$ cat config.mk
export PLATFORM = sky130hd
export DESIGN_NAME = pfa_ctrl
export DESIGN_NICKNAME = d
export VERILOG_FILES = /design/src/rtl/pfa_pkg.sv /design/src/rtl/pfa_ctrl.sv
export SDC_FILE = /design/constraint.sdc
export NUM_CORES = 1
export LEC_CHECK = 0
export BUFFER_PORTS_ARGS = -buffer_cell sky130_fd_sc_hd__buf_2
export CORE_AREA = 2 2 39 41
export DETAILED_ROUTE_END_ITERATION = 6
export DIE_AREA = 0 0 41 43
export PLACE_DENSITY = 0.37
export SYNTH_ARGS = -nofsm -noshare
export SYNTH_HDL_FRONTEND = slang
export SYNTH_SLANG_ARGS = --single-unit
$ cat constraint.sdc
create_clock -name clock -period 2.15 [get_ports clock]
set_input_delay 0.43 -clock clock [delete_from_list [all_inputs] [get_ports clock]]
set_output_delay 0.43 -clock clock [all_outputs]
set_load 0.05 [all_outputs]
$ cat src/rtl/pfa_pkg.sv
package pfa_pkg;

   // Fixed widths of the ports.
   localparam int FUNC_W   = 2;
   localparam int FRAME_W  = 12;
   localparam int COUNT_W  = 13;
   localparam int STATUS_W = 2;
   localparam int CSR_IDX_W = 1;

   // Operation codes.
   localparam logic [FUNC_W-1:0] FUNC_INIT    = 2'd0;
   localparam logic [FUNC_W-1:0] FUNC_ALLOC   = 2'd1;
   localparam logic [FUNC_W-1:0] FUNC_RELEASE = 2'd2;

   // Result status codes.
   localparam logic [STATUS_W-1:0] STATUS_DONE    = 2'd0;
   localparam logic [STATUS_W-1:0] STATUS_EMPTY   = 2'd1;
   localparam logic [STATUS_W-1:0] STATUS_IGNORED = 2'd2;

   // Register indexes.
   localparam logic [CSR_IDX_W-1:0] CSR_TOTAL_FRAMES    = 1'b0;
   localparam logic [CSR_IDX_W-1:0] CSR_RESERVED_FRAMES = 1'b1;

   typedef enum logic [1:0] {
      ST_IDLE,
      ST_ACCESS,
      ST_INIT
   } state_type;

   typedef struct packed {
      logic capture;
      logic init_start;
      logic init_step;
      logic exec_op;
      logic init_finish;
   } cmd_type;

   typedef struct packed {
      logic walk_done;
   } stat_type;

endpackage

$ cat src/rtl/pfa_ctrl.sv
module pfa_ctrl (
   input  logic                          clock,
   input  logic                          reset,
   input  logic                          start,
   input  logic [pfa_pkg::FUNC_W-1:0]    req_func,
   input  pfa_pkg::stat_type             stat,
   output logic                          busy,
   output pfa_pkg::cmd_type              cmd
);

   pfa_pkg::state_type state_ff;
   pfa_pkg::state_type state_in;

   always_ff @(posedge clock) begin
      if (reset) begin
         state_ff <= pfa_pkg::ST_IDLE;
      end else begin
         state_ff <= state_in;
      end
   end

   always_comb begin
      state_in = state_ff;
      cmd      = '0;
      busy     = 1'b1;
      case (state_ff)
         pfa_pkg::ST_IDLE: begin
            busy = 1'b0;
            if (start) begin
               cmd.capture = 1'b1;
               if (req_func == pfa_pkg::FUNC_INIT) begin
                  cmd.init_start = 1'b1;
                  state_in       = pfa_pkg::ST_INIT;
               end else begin
                  state_in = pfa_pkg::ST_ACCESS;
               end
            end
         end
         pfa_pkg::ST_ACCESS: begin
            cmd.exec_op = 1'b1;
            state_in    = pfa_pkg::ST_IDLE;
         end
         pfa_pkg::ST_INIT: begin
            if (stat.walk_done) begin
               cmd.init_finish = 1'b1;
               state_in        = pfa_pkg::ST_IDLE;
            end else begin
               cmd.init_step = 1'b1;
            end
         end
         default: begin
            state_in = pfa_pkg::ST_IDLE;
         end
      endcase
   end

endmodule

==> results.cfg, run 1 <==
[run_status]
status = finished clean

[clock_network]
cts.reportedPaths.clkPinSlew_ns = 0.03
clkSinkCount = 2
tritoncts = yes
clkLatencyLatePin_ns = 0.22
cts_buffers = 3
cts_resized = 0
cts_hold_buffers = 0
h-tree-depth = 1
post_cts_buffers = 0
cts_root_buffer = clkbuf_4
clock_path_buffers = 2

[sta]
worst_slew_pin_slew_ns = 0.301
hold_slack_ns = 0.402
fmax_ghz = 0.560
setup_tns_ns = 0
fin_skew_ns = 0.000947
setup-violations-final = 0
fin_crit_ns = 1.79
slew_viol_final = 0
hold_viol = 0
fin_ws_ns = 0.365
rsz0062_at_grt = no
post-route-period-util_pct = 83.0
slew_headroom_pct = 79.9

[synthesis]
ys_types = 11
synth_area_um2 = 118
avgSynthCellArea_um2 = 8.40
syn_nets = 20
ys_seq_elements = 2
ys_warn_count = 0
yosysSeqAreaShare_pct = 34.0
synthCells = 14

[critical_path]
required_ns = 1.72
arrival_ns = 1.36
crit_type = flip-flop to primary output
endpoint_kind = primary output
regToRegEndpoint = state_ff[1]
cp-startpoint = state_ff[0]
crit_buf_inv = 1
path_max_fanout = 5
critPathMaxStageDelay_ns = 0.42
worst-r2r-cell-count = 3
path_cells = or3b_4, nor3_2, buf_2
start_kind = flip-flop
endpoint = cmd[3]
critPathTopFamily = simple AND/OR/NAND/NOR gates
r2r_start = state_ff[0]
cp.depth = 3
crit_slowest_cell = or3b_4
r2r_setup_slack_ns = 1.17

[placement]
port_buffers = 11
gp_congestion = 0.570
dpl.cell_count = 41
dp_slack_ns = 0.428

[cells_and_area]
multi_input_area_um2 = 75.1
syn_to_final_growth_pct = 87.2
final.fill_count = 162
n_antenna_cell = 0
reg_top3 = state_ff x2
nets = 36
largest_reg_flops = 2
final_cells = 44
regMostFlops = state_ff
seq_area_um2 = 40.0
drive_above_1_share_pct = 71.4

[global_routing]
antenna_found_initial = 0
grt_pass1_vias = 146
grt_pass1_wl_um = 524
track_usage_pct = 5.21
grt_max_degree = 6
gr-total-overflow = 0

[route]
drc = 0
viasPerCell = 3.30
drt_iter0_drc = 5
wire_per_inst_um = 8.32
vias = 145
wirelength_um = 366
drtAntennaViolNets = 0
first_pass_iters = 4

[floorplan]
start_util_pct = 8.50
die_h_um = 43
die_x_um = 41
core_um2 = 1380
die-area_um2 = 1760
io_pins = 12
row_count = 14

[min_path]
hp-class = input port to flip-flop

[power]
ir_drop_v = 0.000206
power_density_nw_per_um2 = 762
power.leakage_nw = 0.122

[job]
max_cap_viol_count = 0
## stage by stage
stage	instance area [um2]	power, mW	util [%]
after floorplan	123	0.0729	-
after global placement	198	0.0866	14.3
after detailed placement	198	0.0858	14.3
after CTS	220	0.173	15.9
after global routing	220	0.179	15.9
final	220	0.168	15.9
## cell usage in the layout, fill, tap and decap left out
| cell | synthesis | layout |
|---|---|---|
| nor2_1 | 1 | 1 |
| nor3_2 | 0 | 1 |
| nor2b_1 | 1 | 1 |
| a22o_2 | 1 | 1 |
| clkbuf_4 | 0 | 3 |
| nor3_1 | 3 | 2 |
| and3b_2 | 1 | 1 |
| nor3b_1 | 1 | 1 |
| or3b_4 | 1 | 1 |
| inv_1 | 1 | 1 |
| buf_2 | 0 | 11 |
| inv_2 | 1 | 1 |
| or2_2 | 1 | 1 |
| dfxtp_1 | 2 | 2 |
## worst min-delay path by stage
| stage | from | to | slack [ns] | cells past startpoint |
|---|---|---|---|---|
| after floorplan | reset | state_ff[0] | 0.51 | 1 |
| after global placement | state_ff[1] | state_ff[0] | 0.62 | 2 |
| after detailed placement | state_ff[1] | state_ff[0] | 0.61 | 2 |
| after CTS | reset | state_ff[0] | 0.39 | 2 |
| after global routing | reset | state_ff[0] | 0.41 | 2 |
| final | reset | state_ff[0] | 0.40 | 2 |
## area by class of cell
| class | count | share of cell area [%] |
|---|---|---|
| clock buffers | 3 | 10.2 |
| flip-flops and latches | 2 | 18.2 |
| multi-input cells | 10 | 34.1 |
| inverters | 2 | 3.41 |
| well taps | 16 | 9.09 |
| repair buffers | 11 | 25.0 |
## synth_stat cells
cell,number,area share (%)
nor3_1,3,13
dfxtp_1,2,34
a22o_2,1,8.5
and3b_2,1,8.5
inv_1,1,3.2
inv_2,1,3.2
nor2_1,1,3.2
nor2b_1,1,5.3
nor3b_1,1,6.4
or2_2,1,5.3
or3b_4,1,9.6
## layer usage
layer	global-route usage [%]	part of all wire, %	vias to the layer above
met5	0	0	-
met4	6.00	0	0
met3	5.76	24	0
met2	3.75	27	12
met1	6.39	49	57
li1	-	-	76
## cells by family after synthesis
group | after synthesis | share of synthesized area, %
simple gates | 9 | 51.1
buf+inv | 2 | 6.38
compound gates | 1 | 8.51
flops | 2 | 34.0
## report_power, final
part | switching [mW] | leakage, nW | internal, mW | total [mW]
clock | 0.0212 | 0.0138 | 0.0615 | 0.0827
combinational | 0.0303 | 0.0915 | 0.0139 | 0.0442
sequential | 0.00166 | 0.0164 | 0.0393 | 0.0409
total | 0.0531 | 0.122 | 0.115 | 0.168
Note: power is estimated with default switching activity, not from simulation.
==> run 2: changes to the inputs <==
--- a/config.mk
+++ b/config.mk
@@ -5,11 +5,12 @@
 export SDC_FILE = /design/constraint.sdc
 export NUM_CORES = 1
 export LEC_CHECK = 0
+export ABC_AREA = 1
 export BUFFER_PORTS_ARGS = -buffer_cell sky130_fd_sc_hd__buf_2
 export CORE_AREA = 2 2 39 41
 export DETAILED_ROUTE_END_ITERATION = 6
 export DIE_AREA = 0 0 41 43
-export PLACE_DENSITY = 0.37
+export PLACE_DENSITY = 0.38
 export SYNTH_ARGS = -nofsm -noshare
 export SYNTH_HDL_FRONTEND = slang
 export SYNTH_SLANG_ARGS = --single-unit
==> constraint.sdc (replaced) <==
create_clock -name clock -period 1.51 [get_ports clock]
set_input_delay 0.302 -clock clock [delete_from_list [all_inputs] [get_ports clock]]
set_output_delay 0.302 -clock clock [all_outputs]
set_load 0.05 [all_outputs]
==> run 2 against run 1 <==
Against the previous run: sequential power up 42%; sequential share of layout area down 0.10 points; flip-flop and latch count unchanged; combinational power up 37%; largest cell class unchanged; largest power group unchanged; critical path type unchanged; critical path depth up 1; non-clock buffer count unchanged; first-iteration DRC count down 100%; clock power up 39%; cell count up 9.1%.
==> results.cfg, run 2 <==
[cells_and_area]
syn_to_final_growth_pct = 78.8
nets = 40
largest_reg_flops = 2
layout.cells.most_common = buf_2
seq_area_um2 = 40.0
multi_input_area_um2 = 61.3
regMostFlops = state_ff
reg_top3 = state_ff x2
layout_common_cells = buf_2 (11), inv_1 (6), clkbuf_4 (3)
n_antenna_cell = 0
drive_above_1_share_pct = 59.4
final.fill_count = 164

[global_routing]
antenna_found_initial = 0
grt_max_degree = 5
track_usage_pct = 5.11
gr-total-overflow = 0
grt_pass1_wl_um = 517
grt_pass1_vias = 135

[route]
drc = 0
first_pass_iters = 1
wirelength_um = 319
drtAntennaViolNets = 0
wire_per_inst_um = 6.65
vias = 149
viasPerCell = 3.10
drt_iter0_drc = 0

[synthesis]
ys.flop_type = dfxtp_1
ys_types = 9
yosys-top-cells-area = dfxtp_1 (32%), inv_1 (18%), nor2_2 (10%)
synth_area_um2 = 124
syn_nets = 24
synthCells = 18
avgSynthCellArea_um2 = 6.88
synth.most_common_cell = inv_1
synth_top_area_share_pct = 32.3
yosys-top-cells-count = inv_1 (6), dfxtp_1 (2), nand2_1 (2), nor2_1 (2), nor2_2 (2)
ys_seq_elements = 2
netlist.top_cell.by_area = dfxtp_1
yosysSeqAreaShare_pct = 32.3
ys_warn_count = 0
ys_async_sr_fraction_pct = 0
synth_edf_count = 0

[floorplan]
start_util_pct = 8.95
row_count = 14
io_pins = 12
die-area_um2 = 1760
die_x_um = 41
core_um2 = 1380
die_h_um = 43

[min_path]
whs_path_depth = 2
hold_end = state_ff[1]
hp-class = input port to flip-flop
min_from = reset

[sta]
hold_viol = 0
fin_crit_ns = 1.41
setup-violations-final = 0
fin_skew_ns = 0.00383
worst_slew_pin_slew_ns = 0.248
slew_viol_final = 0
post-route-period-util_pct = 93.2
rsz0062_at_grt = no
hold_slack_ns = 0.269
fmax_ghz = 0.710
setup_tns_ns = 0
slew_headroom_pct = 83.6

[run_status]
status = finished clean

[power]
p_sw_share_pct = 31.9
power_frac_seq_pct = 24.7
power_density_nw_per_um2 = 1060
power.leakage_nw = 0.141
comb_power_share_pct = 25.9
p_int_uw = 159
pwr-share-clk_pct = 49.3
switchingPower_uw = 74.7
ir_drop_v = 0.000497

[clock_network]
cts_hold_buffers = 0
cts_buffers = 3
post_cts_buffers = 0
h-tree-depth = 1
clock_path_buffers = 2
tritoncts = yes
cts_root_buffer = clkbuf_4
clkLatencyLatePin_ns = 0.22
cts_resized = 0
clkSinkCount = 2
cts.reportedPaths.clkPinSlew_ns = 0.03

[critical_path]
regToRegEndpoint = state_ff[1]
r2r_start = state_ff[1]
r2r_setup_slack_ns = 0.76
critPathMaxStageDelay_ns = 0.33
worst-r2r-cell-count = 3
endpoint_kind = primary output
start_kind = flip-flop
path_cells = nor2_2, nand3_2, inv_1, buf_2
crit_slowest_cell = dfxtp_1
path_max_fanout = 4
arrival_ns = 1.11
required_ns = 1.21
crit_type = flip-flop to primary output

[placement]
port_buffers = 11
gp_congestion = 0.589
dp_hpwl_um = 266

[job]
max_cap_viol_count = 0
==> run 2: final cells by class <==
type	count	share of cell area (%)
well taps	16	9.04
inverters	6	10.2
multi-input cells	10	27.7
flip-flops and latches	2	18.1
repair buffers	11	24.9
clock buffers	3	10.2
==> run 2: per-layer routing <==
metal  GRT usage [%]  share of wire [%]
met1            6.37                 52
met2            4.06                 35
met3            6.28                 13
met4            4.00                  0
met5               0                  0
==> run 2: critical path: cells and delay by family (launching register included) <==
kind,cells,cell delay [ns]
flip-flops,1,0.33
buffers and inverters,2,0.32
AND/OR/NAND/NOR,2,0.24
==> run 2: per-stage QoR <==
stage,std cells,power (mW),cell area [um2],utilization (%),setup WS [ns]
6_report,48,0.234,221,16.0,0.102
5_1_grt,48,0.254,221,16.0,0.00118
4_1_cts,48,0.243,221,16.0,0.0727
3_5_place_dp,45,0.120,199,14.4,0.226
3_3_place_gp,45,0.120,199,14.4,0.239
2_1_floorplan,18,0.102,124,-,0.142
==> run 2: cells by family after synthesis <==
kind of cell | after synthesis | synth area share, %
flops | 2 | 32.3
simple gates | 9 | 42.4
compound gates | 1 | 7.07
buf+inv | 6 | 18.2
==> run 2: power by group through the flow <==
| stage | clock network, mW | logic, mW | registers (mW) |
|---|---|---|---|
| after floorplan | 0 | 0.0440 | 0.0582 |
| after global placement | 0 | 0.0613 | 0.0585 |
| after detailed placement | 0 | 0.0616 | 0.0586 |
| after CTS | 0.123 | 0.0617 | 0.0580 |
| after global routing | 0.130 | 0.0654 | 0.0583 |
| final | 0.115 | 0.0606 | 0.0579 |
==> run 2: worst max path at each step <==
stage | cells after the start | start | slack, ns | end
2_1_floorplan | 3 | state_ff[0] | 0.14 | cmd[0]
3_3_place_gp | 5 | req_func[1] | 0.24 | cmd[3]
3_5_place_dp | 5 | req_func[1] | 0.23 | cmd[3]
4_1_cts | 4 | state_ff[1] | 0.07 | cmd[3]
5_1_grt | 4 | state_ff[1] | 0.001 | cmd[4]
6_report | 4 | state_ff[1] | 0.10 | cmd[3]
==> run 3: changes to the inputs <==
--- a/config.mk
+++ b/config.mk
@@ -7,9 +7,9 @@
 export LEC_CHECK = 0
 export ABC_AREA = 1
 export BUFFER_PORTS_ARGS = -buffer_cell sky130_fd_sc_hd__buf_2
-export CORE_AREA = 2 2 39 41
+export CORE_AREA = 3 3 40 42
 export DETAILED_ROUTE_END_ITERATION = 6
-export DIE_AREA = 0 0 41 43
+export DIE_AREA = 0 0 43 45
 export PLACE_DENSITY = 0.38
 export SYNTH_ARGS = -nofsm -noshare
 export SYNTH_HDL_FRONTEND = slang
==> run 3 against run 2 <==
Against the previous run: worst setup slack improved by 0.038 ns; core utilization rose by 1.5 points; flip-flop and latch count did not move; count of clock-buffer cells in the layout did not move; worst hold slack got worse by 0.0070 ns; clock skew fell by 0.0026 ns; cell area rose by 1.7%; sequential share of layout area fell by 0.30 points; non-clock buffer count did not move; routed wire length rose by 7.5%; largest cell class unchanged; largest power group unchanged.
==> results.cfg, run 3 (same netlist as run 2, synthesis figures left out) <==
[placement]
place_area_um2 = 198
port_buffers = 11
gp_congestion = 0.636
dp_slack_ns = 0.233
dp_hpwl_um = 272

[power]
power.leakage_nw = 0.141
power_density_nw_per_um2 = 1060
ir_drop_v = 0.000172

[cells_and_area]
multi_input_area_um2 = 61.3
seq_area_um2 = 40.0
final.fill_count = 152
regMostFlops = state_ff
nets = 40
layout_common_cells = buf_2 (9), inv_1 (6), clkbuf_4 (5)
syn_to_final_growth_pct = 81.8
layout.cells.most_common = buf_2
n_antenna_cell = 0
final_area_um2 = 225
reg_top3 = state_ff x2
drive_above_1_share_pct = 59.4
largest_reg_flops = 2

[floorplan]
io_pins = 12
die_x_um = 43
start_util_pct = 9.64
die-area_um2 = 1940
die_h_um = 45
row_count = 13
core_um2 = 1280

[sta]
slew_viol_final = 0
setup_tns_ns = 0
hold_viol = 0
slew_headroom_pct = 83.5
worst_slew_pin_slew_ns = 0.249
post-route-period-util_pct = 90.8
fin_ws_ns = 0.140
rsz0062_at_grt = no
fin_crit_ns = 1.37
fmax_ghz = 0.730
setup-violations-final = 0
fin_skew_ns = 0.00124

[clock_network]
clkSinkCount = 2
cts_hold_buffers = 0
cts.reportedPaths.clkPinSlew_ns = 0.03
cts_root_buffer = clkbuf_4
h-tree-depth = 1
clock_path_buffers = 2
clkLatencyLatePin_ns = 0.22
tritoncts = yes
cts_buffers = 3

[min_path]
hp-class = input port to flip-flop

[critical_path]
required_ns = 1.21
critPathMaxStageDelay_ns = 0.32
path_cells = nor2_2, nand3_2, inv_1, clkbuf_4
arrival_ns = 1.07
crit_slowest_cell = dfxtp_1
endpoint_kind = primary output
crit_type = flip-flop to primary output
start_kind = flip-flop
path_max_fanout = 4

[route]
drtAntennaViolNets = 0
wirelength_um = 343
vias = 148
first_pass_iters = 1
wire_per_inst_um = 7.30
drt_iter0_drc = 0
viasPerCell = 3.15
drc = 0

[global_routing]
gr-total-overflow = 0
grt_max_degree = 5
grt_pass1_wl_um = 489
grt_pass1_vias = 146
track_usage_pct = 4.49
antenna_found_initial = 0

[job]
max_cap_viol_count = 0

[run_status]
status = finished clean
## run 3: metal layers
metal	part of all wire (%)	wire length, um	global-route usage (%)
met1	40	137	3.60
met2	40	137	4.49
met3	16	56	4.78
met4	2.9	10	7.23
met5	0	0	0
## run 3: stage by stage
step / std cells / hold slack (ns) / power, mW / utilization [%]
after global routing: 47 / 0.257 / 0.259 / 17.5
final: 47 / 0.262 / 0.239 / 17.5
after global placement: 44 / 0.493 / 0.120 / 15.4
after floorplan: 18 / 0.364 / 0.102 / -
after CTS: 47 / 0.252 / 0.247 / 17.1
after detailed placement: 44 / 0.494 / 0.120 / 15.4
## run 3: area by class of cell
cell class	instances	share of cell area, %
Sequential cell	2	17.8
Tap cell	15	8.33
Inverter	6	10.0
Clock buffer	3	10.0
Timing Repair Buffer	11	26.7
Multi-Input combinational cell	10	27.2
## run 3: what timing repair did
item	in CTS	in global routing
setup endpoints to repair	0	2
resized for setup	0	2
setup buffers	0	0
## run 3: final timing paths
path / startpoint / end / slack, ns / cells past startpoint
setup / recovery: state_ff[1] / cmd[3] / 0.14 / 4
hold / removal: reset / state_ff[1] / 0.26 / 2
setup reg to reg: state_ff[1] / state_ff[1] / 0.77 / 3
hold reg to reg: state_ff[0] / state_ff[1] / 0.55 / 3
## run 3: critical path, delay by kind of cell (launching register included)
kind	cells	cell delay, ns
and+or+nand+nor	2	0.24
buffers and inverters	2	0.28
DFF	1	0.32
## run 3: power breakdown
group | internal (mW) | switching [mW] | total [mW]
Combinational | 0.0175 | 0.0450 | 0.0625
Sequential | 0.0558 | 0.00189 | 0.0577
Clock | 0.0878 | 0.0313 | 0.119
Total | 0.161 | 0.0781 | 0.239
